`config.mk`:
```
export PLATFORM = sky130hd
export DESIGN_NAME = chte_ram
export DESIGN_NICKNAME = d
export VERILOG_FILES = /design/src/hdl/chte_ram.sv
export SDC_FILE = /design/constraint.sdc
export NUM_CORES = 1
export LEC_CHECK = 0
export BUFFER_PORTS_ARGS = -buffer_cell sky130_fd_sc_hd__buf_2
export CORE_MARGIN = 5
export CORE_UTILIZATION = 55
export CTS_CLUSTER_DIAMETER = 100
export DETAILED_ROUTE_END_ITERATION = 8
export GPL_TIMING_DRIVEN = 0
export HOLD_SLACK_MARGIN = 0.05
export PLACE_DENSITY_LB_ADDON = 0.3
export SETUP_SLACK_MARGIN = 0.05
export SLEW_MARGIN = 20
export SYNTH_ARGS = -nofsm -noshare
export SYNTH_HDL_FRONTEND = slang
export SYNTH_SLANG_ARGS = --single-unit
```
`constraint.sdc`:
```
create_clock -name clk -period 1.7 [get_ports clk]
set_input_delay 0 -clock clk [delete_from_list [all_inputs] [get_ports clk]]
set_output_delay 0 -clock clk [all_outputs]
set_load 0.01 [all_outputs]
```
`src/hdl/chte_ram.sv`:
```
`timescale 1ns / 1ps
// ----------------------------------------------------------------------------
// chte_ram
// Simple dual-port RAM, one write port, one read port with registered data.
// ----------------------------------------------------------------------------
module chte_ram #(
  parameter int WIDTH = 8,
  parameter int DEPTH = 16,
  parameter int AW    = (DEPTH > 1) ? $clog2(DEPTH) : 1
) (
  input  logic             clk,
  input  logic             wr_en,
  input  logic [AW-1:0]    wr_addr,
  input  logic [WIDTH-1:0] wr_data,
  input  logic [AW-1:0]    rd_addr,
  output logic [WIDTH-1:0] rd_data
);

  logic [WIDTH-1:0] mem [DEPTH];

  always_ff @(posedge clk) begin
    if (wr_en) begin
      mem[wr_addr] <= wr_data;
    end
    rd_data <= mem[rd_addr];
  end

endmodule

```
* Yosys cells after proc, flatten, opt, wreduce, memory -nomap -nowiden
Memories as Yosys holds them, arrays and structs flattened. A register that Yosys moved wholly into a read port is not among the register bits. Index checks and enable logic that the tools add are counted. W data, S select, Z words.
Cells by class: muxes and demuxes 2
Operator list (number):
- $mux W1 | 2
Storage, ports and cells: bits of input ports 18, register bits after elaboration 0, RAM bits 128, memories kept 1, output and inout port bits 8
Memories:
- mem | words 16, bits a word 8, rd ports 1, clocked after memory_dff 1, write ports 1, RTL line 19 | logic [WIDTH-1:0] mem [DEPTH];

* Longest topological paths before layout
depth after elaboration 2, depth in mapped cells 5, depth with buffers taken out 3

* Worst setup path before layout
No wires, ideal clock.
kind input-to-reg, start in wr_addr[2], end mem mem[0][0] (enable), setup time 383 ps, path buffers 0, stages on the path 2, setup slack 207 ps, data arrival time 1110 ps, path through or3b_2 nor3_1
RTL lines:
- start, declared | RTL line 13 | input logic [AW-1:0] wr_addr,
- end, declared | RTL line 19
No word-level cell before the write port.

==> out/qor.csv <==
stage,metric,value,unit
worst_setup_path,worst path cell trace,dlygate4sd3_1 -> buf_6 -> buf_4 -> mux4_2 -> a22oi_1 -> nand2_1,
timing,final worst path period share,0.886,
grt,pin count of the biggest net entering global routing,17,
worst_hold_path,Hold WC Path Type,input pin to flip-flop,
drt,Post-Route WL,9.39,mm
placed_design,Routability Congestion,0.725,
drt,drt drc,0,
yosys,sequential-to-total area share from yosys stat,0.778,
clock_network,# clock sinks,136,
worst_setup_path,Worst setup SP type,input pin,
worst_setup_path,family with the most delay on the worst path,buffers and inverters,
timing,"Hold Vio Cnt, Final",0,
pwr,pwr/cell area,1260,nW/um2
yosys,#FFs+latches synth,136,
timing,final worst slack,0.193,ns
worst_setup_path,Critical Path AT,1.88,ns
yosys,synth warn,0,
placed_design,DP Area,5430,um2
clock_network,CTS tree,done,
grt,vias in the first global route,2515,
clock_network,Clock Path Buffers,2,
drt,Routed Antenna Nets,0,
drt,1st-iter DRT viols,161,
pwr,Leak,0.00209,uW
cells_and_area,antenna cells,0,
worst_setup_path,CP max stage cell,mux4_2,
die,Starting Density,0.560,
timing,skew final,0.00756,ns
worst_hold_path,Min-Delay Path Depth,4,
status,outcome,completed,
timing,Slew @ Worst Pin,0.806,ns
cells_and_area,"Core Util, Final",0.670,
yosys,post-synth design cell area,5150,um2
timing,Max Fclk,664,MHz
worst_setup_path,R2R Setup Slk,0.31,ns
die,DIE WIDTH,107,um
clock_network,clock-pin slew on the worst setup and hold paths,0.06,ns
timing,worst rel slew slack,0.461,
grt,Overflow after GRT,0,
clock_network,H-Tree Depth,4,
drt,wire per inst,22.9,um
timing,post-route minimum period,1.51,ns
placed_design,Post-DP HPWL,5.76,mm
pwr,Worst VDD drop,0.670,mV
die,die area,11400,um2
die,Die Y,107,um
cells_and_area,Area Growth Syn to Fin,19.6,%
worst_setup_path,critical path class,input pin to flip-flop,
clock_network,Post-CTS Setup Inserts,0,
flow_run,MaxCap Viol Count,0,
cells_and_area,"most common cell after layout, fill and taps aside",edfxtp_1,
worst_setup_path,CP max stage delay,0.57,ns
die,Std-Cell Rows,35,
cells_and_area,fraction of layout cells with a size suffix above 1,0.284,
drt,DR vias/cell,5.84,
placed_design,dpl ws,0.0176,ns
clock_network,number of buffers created by CTS,17,
worst_setup_path,R2R cell count,3,
worst_setup_path,Crit. End Element,flip-flop,
placed_design,I/O Buffers,24,
worst_setup_path,Worst Path Max Fanout,10,
timing,RSZ-0062 raised after global routing,false,
die,Ports,26,
drt,drt first pass iters,4,
clock_network,"Clk Latency, worst-skew pair",0.50,ns
grt,gr usage total,0.186,
clock_network,CTS Root Cell,clkbuf_8,
worst_setup_path,WP data required,2.07,ns
cells_and_area,Final nets,304,
cells_and_area,"commonest cells after routing, fill and taps aside","edfxtp_1 (128), buf_2 (27), mux4_2 (18)",
grt,initial antenna violation count,0,
cells_and_area,Final Cell Area,6160,um2
timing,Final setup viols,0,
worst_setup_path,Crit path buffers/inverters,3,
worst_setup_path,Levels on crit path,6,
yosys,Synth cell types,19,
drt,via count,2393,
grt,first-pass GRT wire length,14.8,mm
die,Core Footprint,9200,um2
yosys,Gate Count Post-Synth,229,
yosys,Syn Area/Cell,22.5,um2
timing,final-report max-slew violation count,0,
yosys,"Net Count, Synth",247,
==> worst register-to-register path: stages, from the launching register on <==
cell and delay [ns]:
edfxtp_1 0.38, mux4_2 0.50, a22oi_1 0.29, nand2_1 0.09
==> area by class of cell <==
cell class | count | area, um2
timing repair buffer | 38 | 260
sequential | 136 | 4000
tap | 111 | 139
clock buffer | 24 | 470
buffer | 10 | 86.3
multi-input combinational | 83 | 1080
fill | 572 | 3040
clock inverter | 8 | 120
==> what timing repair did <==
item | CTS | global route
resized for setup | 0 | 0
hold buffers | 14 | 0
endpoints found under the hold margin | 163 | 0
==> cells in the mapped netlist <==
cell type          n  area (um2)
a22oi_1           16         120
and2_1             1        6.26
and2b_1            1        7.51
buf_2              3        15.0
buf_4              1        7.51
buf_6              3        33.8
clkdlybuf4s25_2    3        30.0
dfxtp_1            8         160
edfxtp_1         128        3840
mux4_1            14         368
mux4_2            18         405
nand2_1            9        33.8
nand2b_1           2        12.5
nand3_1            1        5.00
nand3b_1           2        15.0
nor2_1            13        48.8
nor2b_1            1        6.26
nor3_1             4        20.0
or3b_2             1        8.76
==> worst paths after layout <==
check / from / end
setup reg to reg: mem[12][0]$_DFFE_PP_ / rd_data[0]$_DFF_P_
hold / removal: rd_addr[2] / rd_data[0]$_DFF_P_
hold reg to reg: mem[11][2]$_DFFE_PP_ / rd_data[2]$_DFF_P_
setup / recovery: rd_addr[0] / rd_data[0]$_DFF_P_
==> metal layers <==
layer / GRT usage / routed length [um] / vias up
met5: 0 / 0 / -
met2: 0.282 / 4670 / 85
met4: 0.0658 / 76 / 0
li1: - / - / 1085
met1: 0.270 / 3940 / 1217
met3: 0.0421 / 701 / 6
==> flip-flops by register name, summed over array words and instances (netlist names) <==
signal   count
mem        128
rd_data      8
==> stage by stage <==
step | std cells | TNS [ns] | hold slack (ns) | power [uW]
global route | 410 | 0 | 0.122 | 8000
detailed placement | 364 | 0 | 0.393 | 4200
global placement | 364 | -3.38 | 0.395 | 4180
floorplan | 229 | 0 | 0.0989 | 4040
finish | 410 | 0 | 0.0634 | 7730
CTS | 410 | 0 | 0.0602 | 7770
==> report_power, final <==
group          switching (uW)  leakage (uW)  total (uW)  internal, uW
combinational             214      0.000580         384           170
clock                    1230      0.000285        3580          2340
sequential               16.3       0.00122        3770          3750
==> cells by family after synthesis <==
family | count (synthesis) | share of synthesized area
and+or+nand+nor | 35 | 0.0318
buffers and inverters | 10 | 0.0168
muxes | 32 | 0.150
DFF | 136 | 0.778
AOI/OAI and AO/OA | 16 | 0.0233
No activity file was read; power rests on OpenSTA's default activity.
