==> src/hdl/chte_pkg.sv <==
`timescale 1ns / 1ps
// ----------------------------------------------------------------------------
// chte_pkg
// Shared codes and constants for the chained hash table engine.
// ----------------------------------------------------------------------------
package chte_pkg;

  localparam int HASH_W      = 64;
  localparam int RESULT_W    = 32;
  localparam int MOD_DIGIT_W = 16;
  localparam int MOD_STEPS   = HASH_W / MOD_DIGIT_W;
  localparam int MOD_CNT_W   = $clog2(MOD_STEPS);

  typedef enum logic [1:0] {
    REQ_ADD    = 2'd0,
    REQ_REMOVE = 2'd1,
    REQ_LOOKUP = 2'd2,
    REQ_NOP    = 2'd3
  } req_t;

  typedef enum logic [1:0] {
    ST_DONE     = 2'd0,
    ST_NOTFOUND = 2'd1,
    ST_FULL     = 2'd2,
    ST_RSVD     = 2'd3
  } status_t;

endpackage

==> src/hdl/chte_mod.sv <==
`timescale 1ns / 1ps
// ----------------------------------------------------------------------------
// chte_mod
// Multi-cycle remainder of a 64-bit hash by the table size, sixteen bits per
// step (quotient estimate, then correction) by reciprocal multiplication.
// ----------------------------------------------------------------------------
module chte_mod #(
  parameter int CAPACITY = 256,
  parameter int BW       = (CAPACITY > 1) ? $clog2(CAPACITY) : 1
) (
  input  logic                       clk,
  input  logic                       rst,
  input  logic                       start,
  input  logic [chte_pkg::HASH_W-1:0] hash,
  output logic                       done,
  output logic [BW-1:0]              rem
);
  import chte_pkg::*;

  localparam int TW = 2 * MOD_DIGIT_W;
  localparam int RW = MOD_DIGIT_W + 1;
  localparam logic [TW:0]   RECIP = (TW+1)'((64'd1 << TW) / 64'(CAPACITY));
  localparam logic [RW-1:0] CAP   = RW'(CAPACITY);

  logic [HASH_W-1:0]    shreg;
  logic [MOD_CNT_W-1:0] cnt;
  logic                 busy;
  logic                 phase;
  logic [TW-1:0]        t_next;
  logic [TW-1:0]        t_reg;
  logic [TW-1:0]        quot;
  logic [TW-1:0]        quot_next;
  logic [2*TW:0]        prod;
  logic [TW-1:0]        qc;
  logic [TW-1:0]        diff;
  logic [RW-1:0]        r;
  logic [BW-1:0]        rem_next;

  // partial remainder shifted up by one digit, next digit below
  assign t_next    = {MOD_DIGIT_W'(rem), shreg[HASH_W-1 -: MOD_DIGIT_W]};
  // quotient estimate is exact or one short
  assign prod      = (2*TW+1)'(t_next) * (2*TW+1)'(RECIP);
  assign quot_next = prod[2*TW-1:TW];
  assign qc        = TW'((TW+RW)'(quot) * (TW+RW)'(CAP));
  assign diff      = t_reg - qc;

  always_comb begin
    r = diff[RW-1:0];
    if (r >= CAP) begin
      r = r - CAP;
    end
    rem_next = r[BW-1:0];
  end

  always_ff @(posedge clk) begin
    if (rst) begin
      busy  <= 1'b0;
      done  <= 1'b0;
      cnt   <= '0;
      phase <= 1'b0;
    end else begin
      done <= 1'b0;
      if (start) begin
        busy  <= 1'b1;
        cnt   <= '0;
        phase <= 1'b0;
      end else if (busy) begin
        phase <= ~phase;
        if (phase) begin
          cnt <= cnt + 1'b1;
          if (cnt == MOD_CNT_W'(MOD_STEPS - 1)) begin
            busy <= 1'b0;
            done <= 1'b1;
          end
        end
      end
    end
  end

  always_ff @(posedge clk) begin
    if (start) begin
      shreg <= hash;
      rem   <= '0;
    end else if (busy) begin
      if (!phase) begin
        t_reg <= t_next;
        quot  <= quot_next;
        shreg <= shreg << MOD_DIGIT_W;
      end else begin
        rem <= rem_next;
      end
    end
  end

endmodule

==> config.mk <==
export PLATFORM = sky130hd
export DESIGN_NAME = chte_mod
export DESIGN_NICKNAME = d
export VERILOG_FILES = /design/src/hdl/chte_pkg.sv /design/src/hdl/chte_mod.sv
export SDC_FILE = /design/constraint.sdc
export NUM_CORES = 1
export LEC_CHECK = 0
export ABC_CLOCK_PERIOD_IN_PS = 1900
export BUFFER_PORTS_ARGS = -buffer_cell sky130_fd_sc_hd__buf_2
export CAP_MARGIN = 20
export CORE_MARGIN = 4
export CORE_UTILIZATION = 45
export DETAILED_ROUTE_END_ITERATION = 6
export GPL_ROUTABILITY_DRIVEN = 0
export PLACE_DENSITY = 0.75
export SYNTH_ARGS = -nofsm -noshare
export SYNTH_HDL_FRONTEND = slang
export SYNTH_SLANG_ARGS = --single-unit
==> constraint.sdc <==
create_clock -name clk -period 1.9 [get_ports clk]
set_clock_uncertainty 0.2 [all_clocks]
set_input_delay 0.095 -clock clk [delete_from_list [all_inputs] [get_ports clk]]
set_output_delay 0.095 -clock clk [all_outputs]
set_load 0.01 [all_outputs]
* Yosys cells after proc, flatten, opt, wreduce, memory -nomap -nowiden
Index checks and enable logic that the tools add are counted.
** Storage, ports and cells
- Flip-flop bits (word level) :: 103
- Latch bits :: 0
- RAM bits :: 0
- ROM bits :: 0
- Bits of input ports :: 67
- Output and inout port bits :: 9
- Word-level logic and storage cells :: 32
- Memories kept :: 0
** Cells by class
- Add/subtract/negate cells :: 3
- Multiply operators :: 0
- Divide/modulo/power cells :: 0
- $lt $le $gt $ge :: 1
- Equal/unequal tests :: 2
- Shifts and indexed selects :: 0
- Muxes and demuxes :: 9
- Bitwise logic cells :: 3
- Reductions and logical operators :: 6
** Operators by type and width (count)
- $mux W64 :: 3
- $ge A17 B9 Y1 const B :: 1
- $sub A17 B17 Y17 :: 1
- $mux W8 :: 1
- $sub A8 B1 Y8 const B :: 1
- $mux W1 :: 5
- $reduce_and A2 Y1 :: 2
- $reduce_or A4 Y1 :: 1
- $not A1 Y1 :: 3
- $reduce_and A3 Y1 :: 1
- $add A2 B1 Y2 const B :: 1
- $eq A2 B2 Y1 const B :: 1
- $ne A2 B2 Y1 const B :: 1
- $reduce_bool A2 Y1 :: 1
- $reduce_or A2 Y1 :: 1

* Depth between registers and ports, before layout
- Depth in word-level cells :: 5
- Depth in mapped cells :: 3
- Mapped depth without buffers :: 3

* Worst setup path before layout
Ideal clock, no wire load.
- Kind :: register -> register
- From :: reg phase
- To :: reg shreg[0], enable pin
- Library setup time :: 0.394 ns
- Arrival time :: 1.255 ns
- Data required time :: 1.306 ns
- Path slack :: 0.051 ns
- Stages on the path, launching flop included :: 3
- Buffers on the path :: 0
- Period minus slack after synthesis :: 1.849 ns
- Cell sequence :: dfxtp_1 nand2b_1 nand2b_1
** On the way
- Longest elaborated chain between the ends :: 2
** RTL lines
- start, declared :: RTL line chte_mod.sv:28 : logic phase;
- start signal, assigned :: RTL line chte_mod.sv:68 : phase <= ~phase;
- $ne A2 B2 Y1 (no line)
- $reduce_and A2 Y1 (no line)
- end signal, assigned :: RTL line chte_mod.sv:82 : shreg <= hash;
- end signal, assigned :: RTL line chte_mod.sv:88 : shreg <= shreg << MOD_DIGIT_W;
- end, declared :: RTL line chte_mod.sv:25 : logic [HASH_W-1:0] shreg;
Every way passes these cells.
A chain may end at the register's enable or synchronous reset.

* Final worst setup path
- From :: in start
- To :: reg shreg[38], data pin
** On the way
- Longest elaborated chain between the ends :: 1
** RTL lines
- start, declared :: RTL line chte_mod.sv:13 : input logic start,
- $mux W64 :: RTL line chte_mod.sv:81 : if (start) begin
Every way passes these cells.

==> results.md <==
- Distinct cells, synth: 19
- Initial antenna violation count: 0
- Post-route DRC violation count: 0
- Synthesized area per cell: 16.0 um^2
- Die height: 79.4 um
- Worst-path clk slew: 0.08 ns
- P&R area growth vs syn: 27.7%
- Layout cells sized above 1: 41.2%
- Sum Neg Setup Slack: 0 ns
- Yosys top cell by area: edfxtp_1
- Grt ovf: 0
- LEAKAGE: 1.20 nW
- Min cycle time layout: 1.67 ns
- Arr. time, crit path: around 1.5 ns
- YS warnings: 0
- Avg WL per Cell: 13.2 um
- Commonest cells post-synth: edfxtp_1 (40), mux2_4 (21), dfxtp_1 (13), a21oi_1 (11)
- RR Startpoint: phase$_SDFFE_PP0P_
- Final Hold Vio Count: 0
- Slew headroom: 80.2%
- Unrepaired setup endpoints after global routing: no
- Max FFs per register: 32
- Yosys top cell area share: 52.4%
- Num ports: 76
- Clock latency on the worst-skew pair: 0.30 ns
- TritonRoute pass-1 iters: 4
- Post-CTS Resized: 0
- Max Slew Vio Count: 0
- Worst r2r dst: shreg[49]$_DFFE_PP_
- Post-Synthesis Cells: approximately 140
- EDFF count, synth: 40
- Postcts setup bufs: 0
- TritonCTS Buffers: 5
- Req. time, crit path: ~1.8 ns
- Register area share after synthesis: 63.8%
- Post-synth top flop: edfxtp_1
- CTS tree: yes
- Period Utilization, post-route: between 80 and 90%
- Startpoint types: primary input
- Synth top area cells: edfxtp_1 (52%), mux2_4 (14%), dfxtp_1 (11%)
- All-Layer GR Usage: 12.7%
- Layout Nets: 283
- Core box area: 4820 um^2
- Status: complete, no violations
- I/O Buffers: 43
- # clock sinks: 53
- First-pass GRT wire length: between 6 and 7 mm
- Least-Margin Pin Slew: 0.297 ns
- Setup crit end kind: register
- Register area: 1460 um^2
- Via density per instance: 4.61
- Fillers: 392
- VDD IR max: 0.000447 V
- Worst-case reg-to-reg path depth: 3
- Antenna cells: 0
- Initial DRC count: 34
- Die Area: 6300 um^2
- Die width: 79.4 um
- CP Max Fanout: 30
- CTS HTree Levels: 2
- Fraction of registers with async set/reset: 0%
- Antenna Nets Post-Route: 0
- Worst Setup EP: shreg[38]$_DFFE_PP_
- Root buffer cell: clkbuf_8
- PwrDens: 777 nW/um^2
- WS Path Type: primary input to register
- Initial Util: 47.6%
- Multi-input gate area: roughly 670 um^2
- Largest net degree at the start of global routing: 33
- Maximum clock frequency: 0.600 GHz
- Syn_nets: 211
- Pwr Total: 0.00228 W
- Most common cell in the netlist: edfxtp_1
- Placed cell area: 2500 um^2
- Clock buffer depth: 2
- Drt total wl: between 3 and 4 mm
- Synthesis-stage register bit count: 53
- FP Rows: 25
- Vias: 1305
- Number of global-route vias before repair: 1351
- Critical path origin: start
- Max cap viols: 0
- Area of the mapped netlist: 2290 um^2
- Setup Viol. Count Final: 0
- R2R setup slack: 0.54 ns
- Hold Crit Class: register to register
- Final instance area: 2930 um^2
- Cts hold-fix bufs: 34
==> how the worst min path moves through the flow <==
stage / startpoint / endpoint / slack, ns / cells after the start
after global routing: shreg[51]$_DFFE_PP_ / t_reg[3]$_DFFE_PP_ / 0.24 / 0
after CTS: shreg[55]$_DFFE_PP_ / t_reg[7]$_DFFE_PP_ / 0.23 / 0
after global placement: rst / busy$_SDFF_PP0_ / 0.17 / 2
final: shreg[49]$_DFFE_PP_ / t_reg[1]$_DFFE_PP_ / 0.22 / 0
after floorplan: rst / busy$_SDFF_PP0_ / 0.07 / 1
after detailed placement: rst / busy$_SDFF_PP0_ / 0.17 / 2
==> kinds of logic (layout without fill, tap and decap cells) <==
| kind of cell | after synthesis | after routing | share of synthesized area (%) |
|---|---|---|---|
| and+or+nand+nor | 25 | 25 | 6.11 |
| AOI/OAI and AO/OA | 23 | 23 | 7.53 |
| muxes | 24 | 24 | 15.2 |
| DFF | 53 | 53 | 63.8 |
| buffers and inverters | 17 | 90 | 6.82 |
| adders and majority gates | 1 | 1 | 0.546 |
==> per-stage QoR <==
stage | hold WS, ns | utilization, % | instances | setup WS, ns
floorplan | 0.0738 | - | 143 | 0.0513
global placement | 0.173 | 51.8 | 241 | 0.460
detailed placement | 0.173 | 51.8 | 241 | 0.436
CTS | 0.226 | 60.8 | 283 | 0.223
global route | 0.236 | 60.8 | 283 | 0.174
finish | 0.224 | 60.8 | 283 | 0.234
==> routing by layer <==
metal,share of wire (%),track usage (%)
met1,40,13.7
met2,53,22.6
met4,0.27,3.09
met3,6.5,5.87
met5,0,0
==> critical path, stage by stage <==
cell           delay (ns)
dlygate4sd3_1        0.52
buf_2                0.29
buf_12               0.26
mux2_2               0.36
==> power breakdown <==
part           switching [W]  internal [W]  total, W
clock network       0.000344      0.000298  0.000641
registers          0.0000226       0.00135   0.00137
logic              0.0000967      0.000168  0.000265
==> cell usage in the layout (no fill, tap or decap), drive strengths merged <==
master / Yosys / final
dlygate4sd3: 0 / 34
nand3: 10 / 10
edfxtp: 40 / 40
mux2: 24 / 24
nand3b: 1 / 1
clkbuf: 0 / 8
buf: 17 / 48
nand2b: 3 / 3
a21bo: 10 / 10
a21boi: 1 / 1
ha: 1 / 1
o21ba: 1 / 1
a21oi: 11 / 11
and2: 8 / 8
dfxtp: 13 / 13
or2: 1 / 1
nor2: 2 / 2
==> cell type report <==
class | instances | share of cell area (%)
Sequential cell | 53 | 49.9
Multi-Input combinational cell | 73 | 23.0
Tap cell | 67 | 2.86
Timing Repair Buffer | 82 | 21.1
Clock buffer | 8 | 3.08
Note: power is estimated with default switching activity, not from simulation.
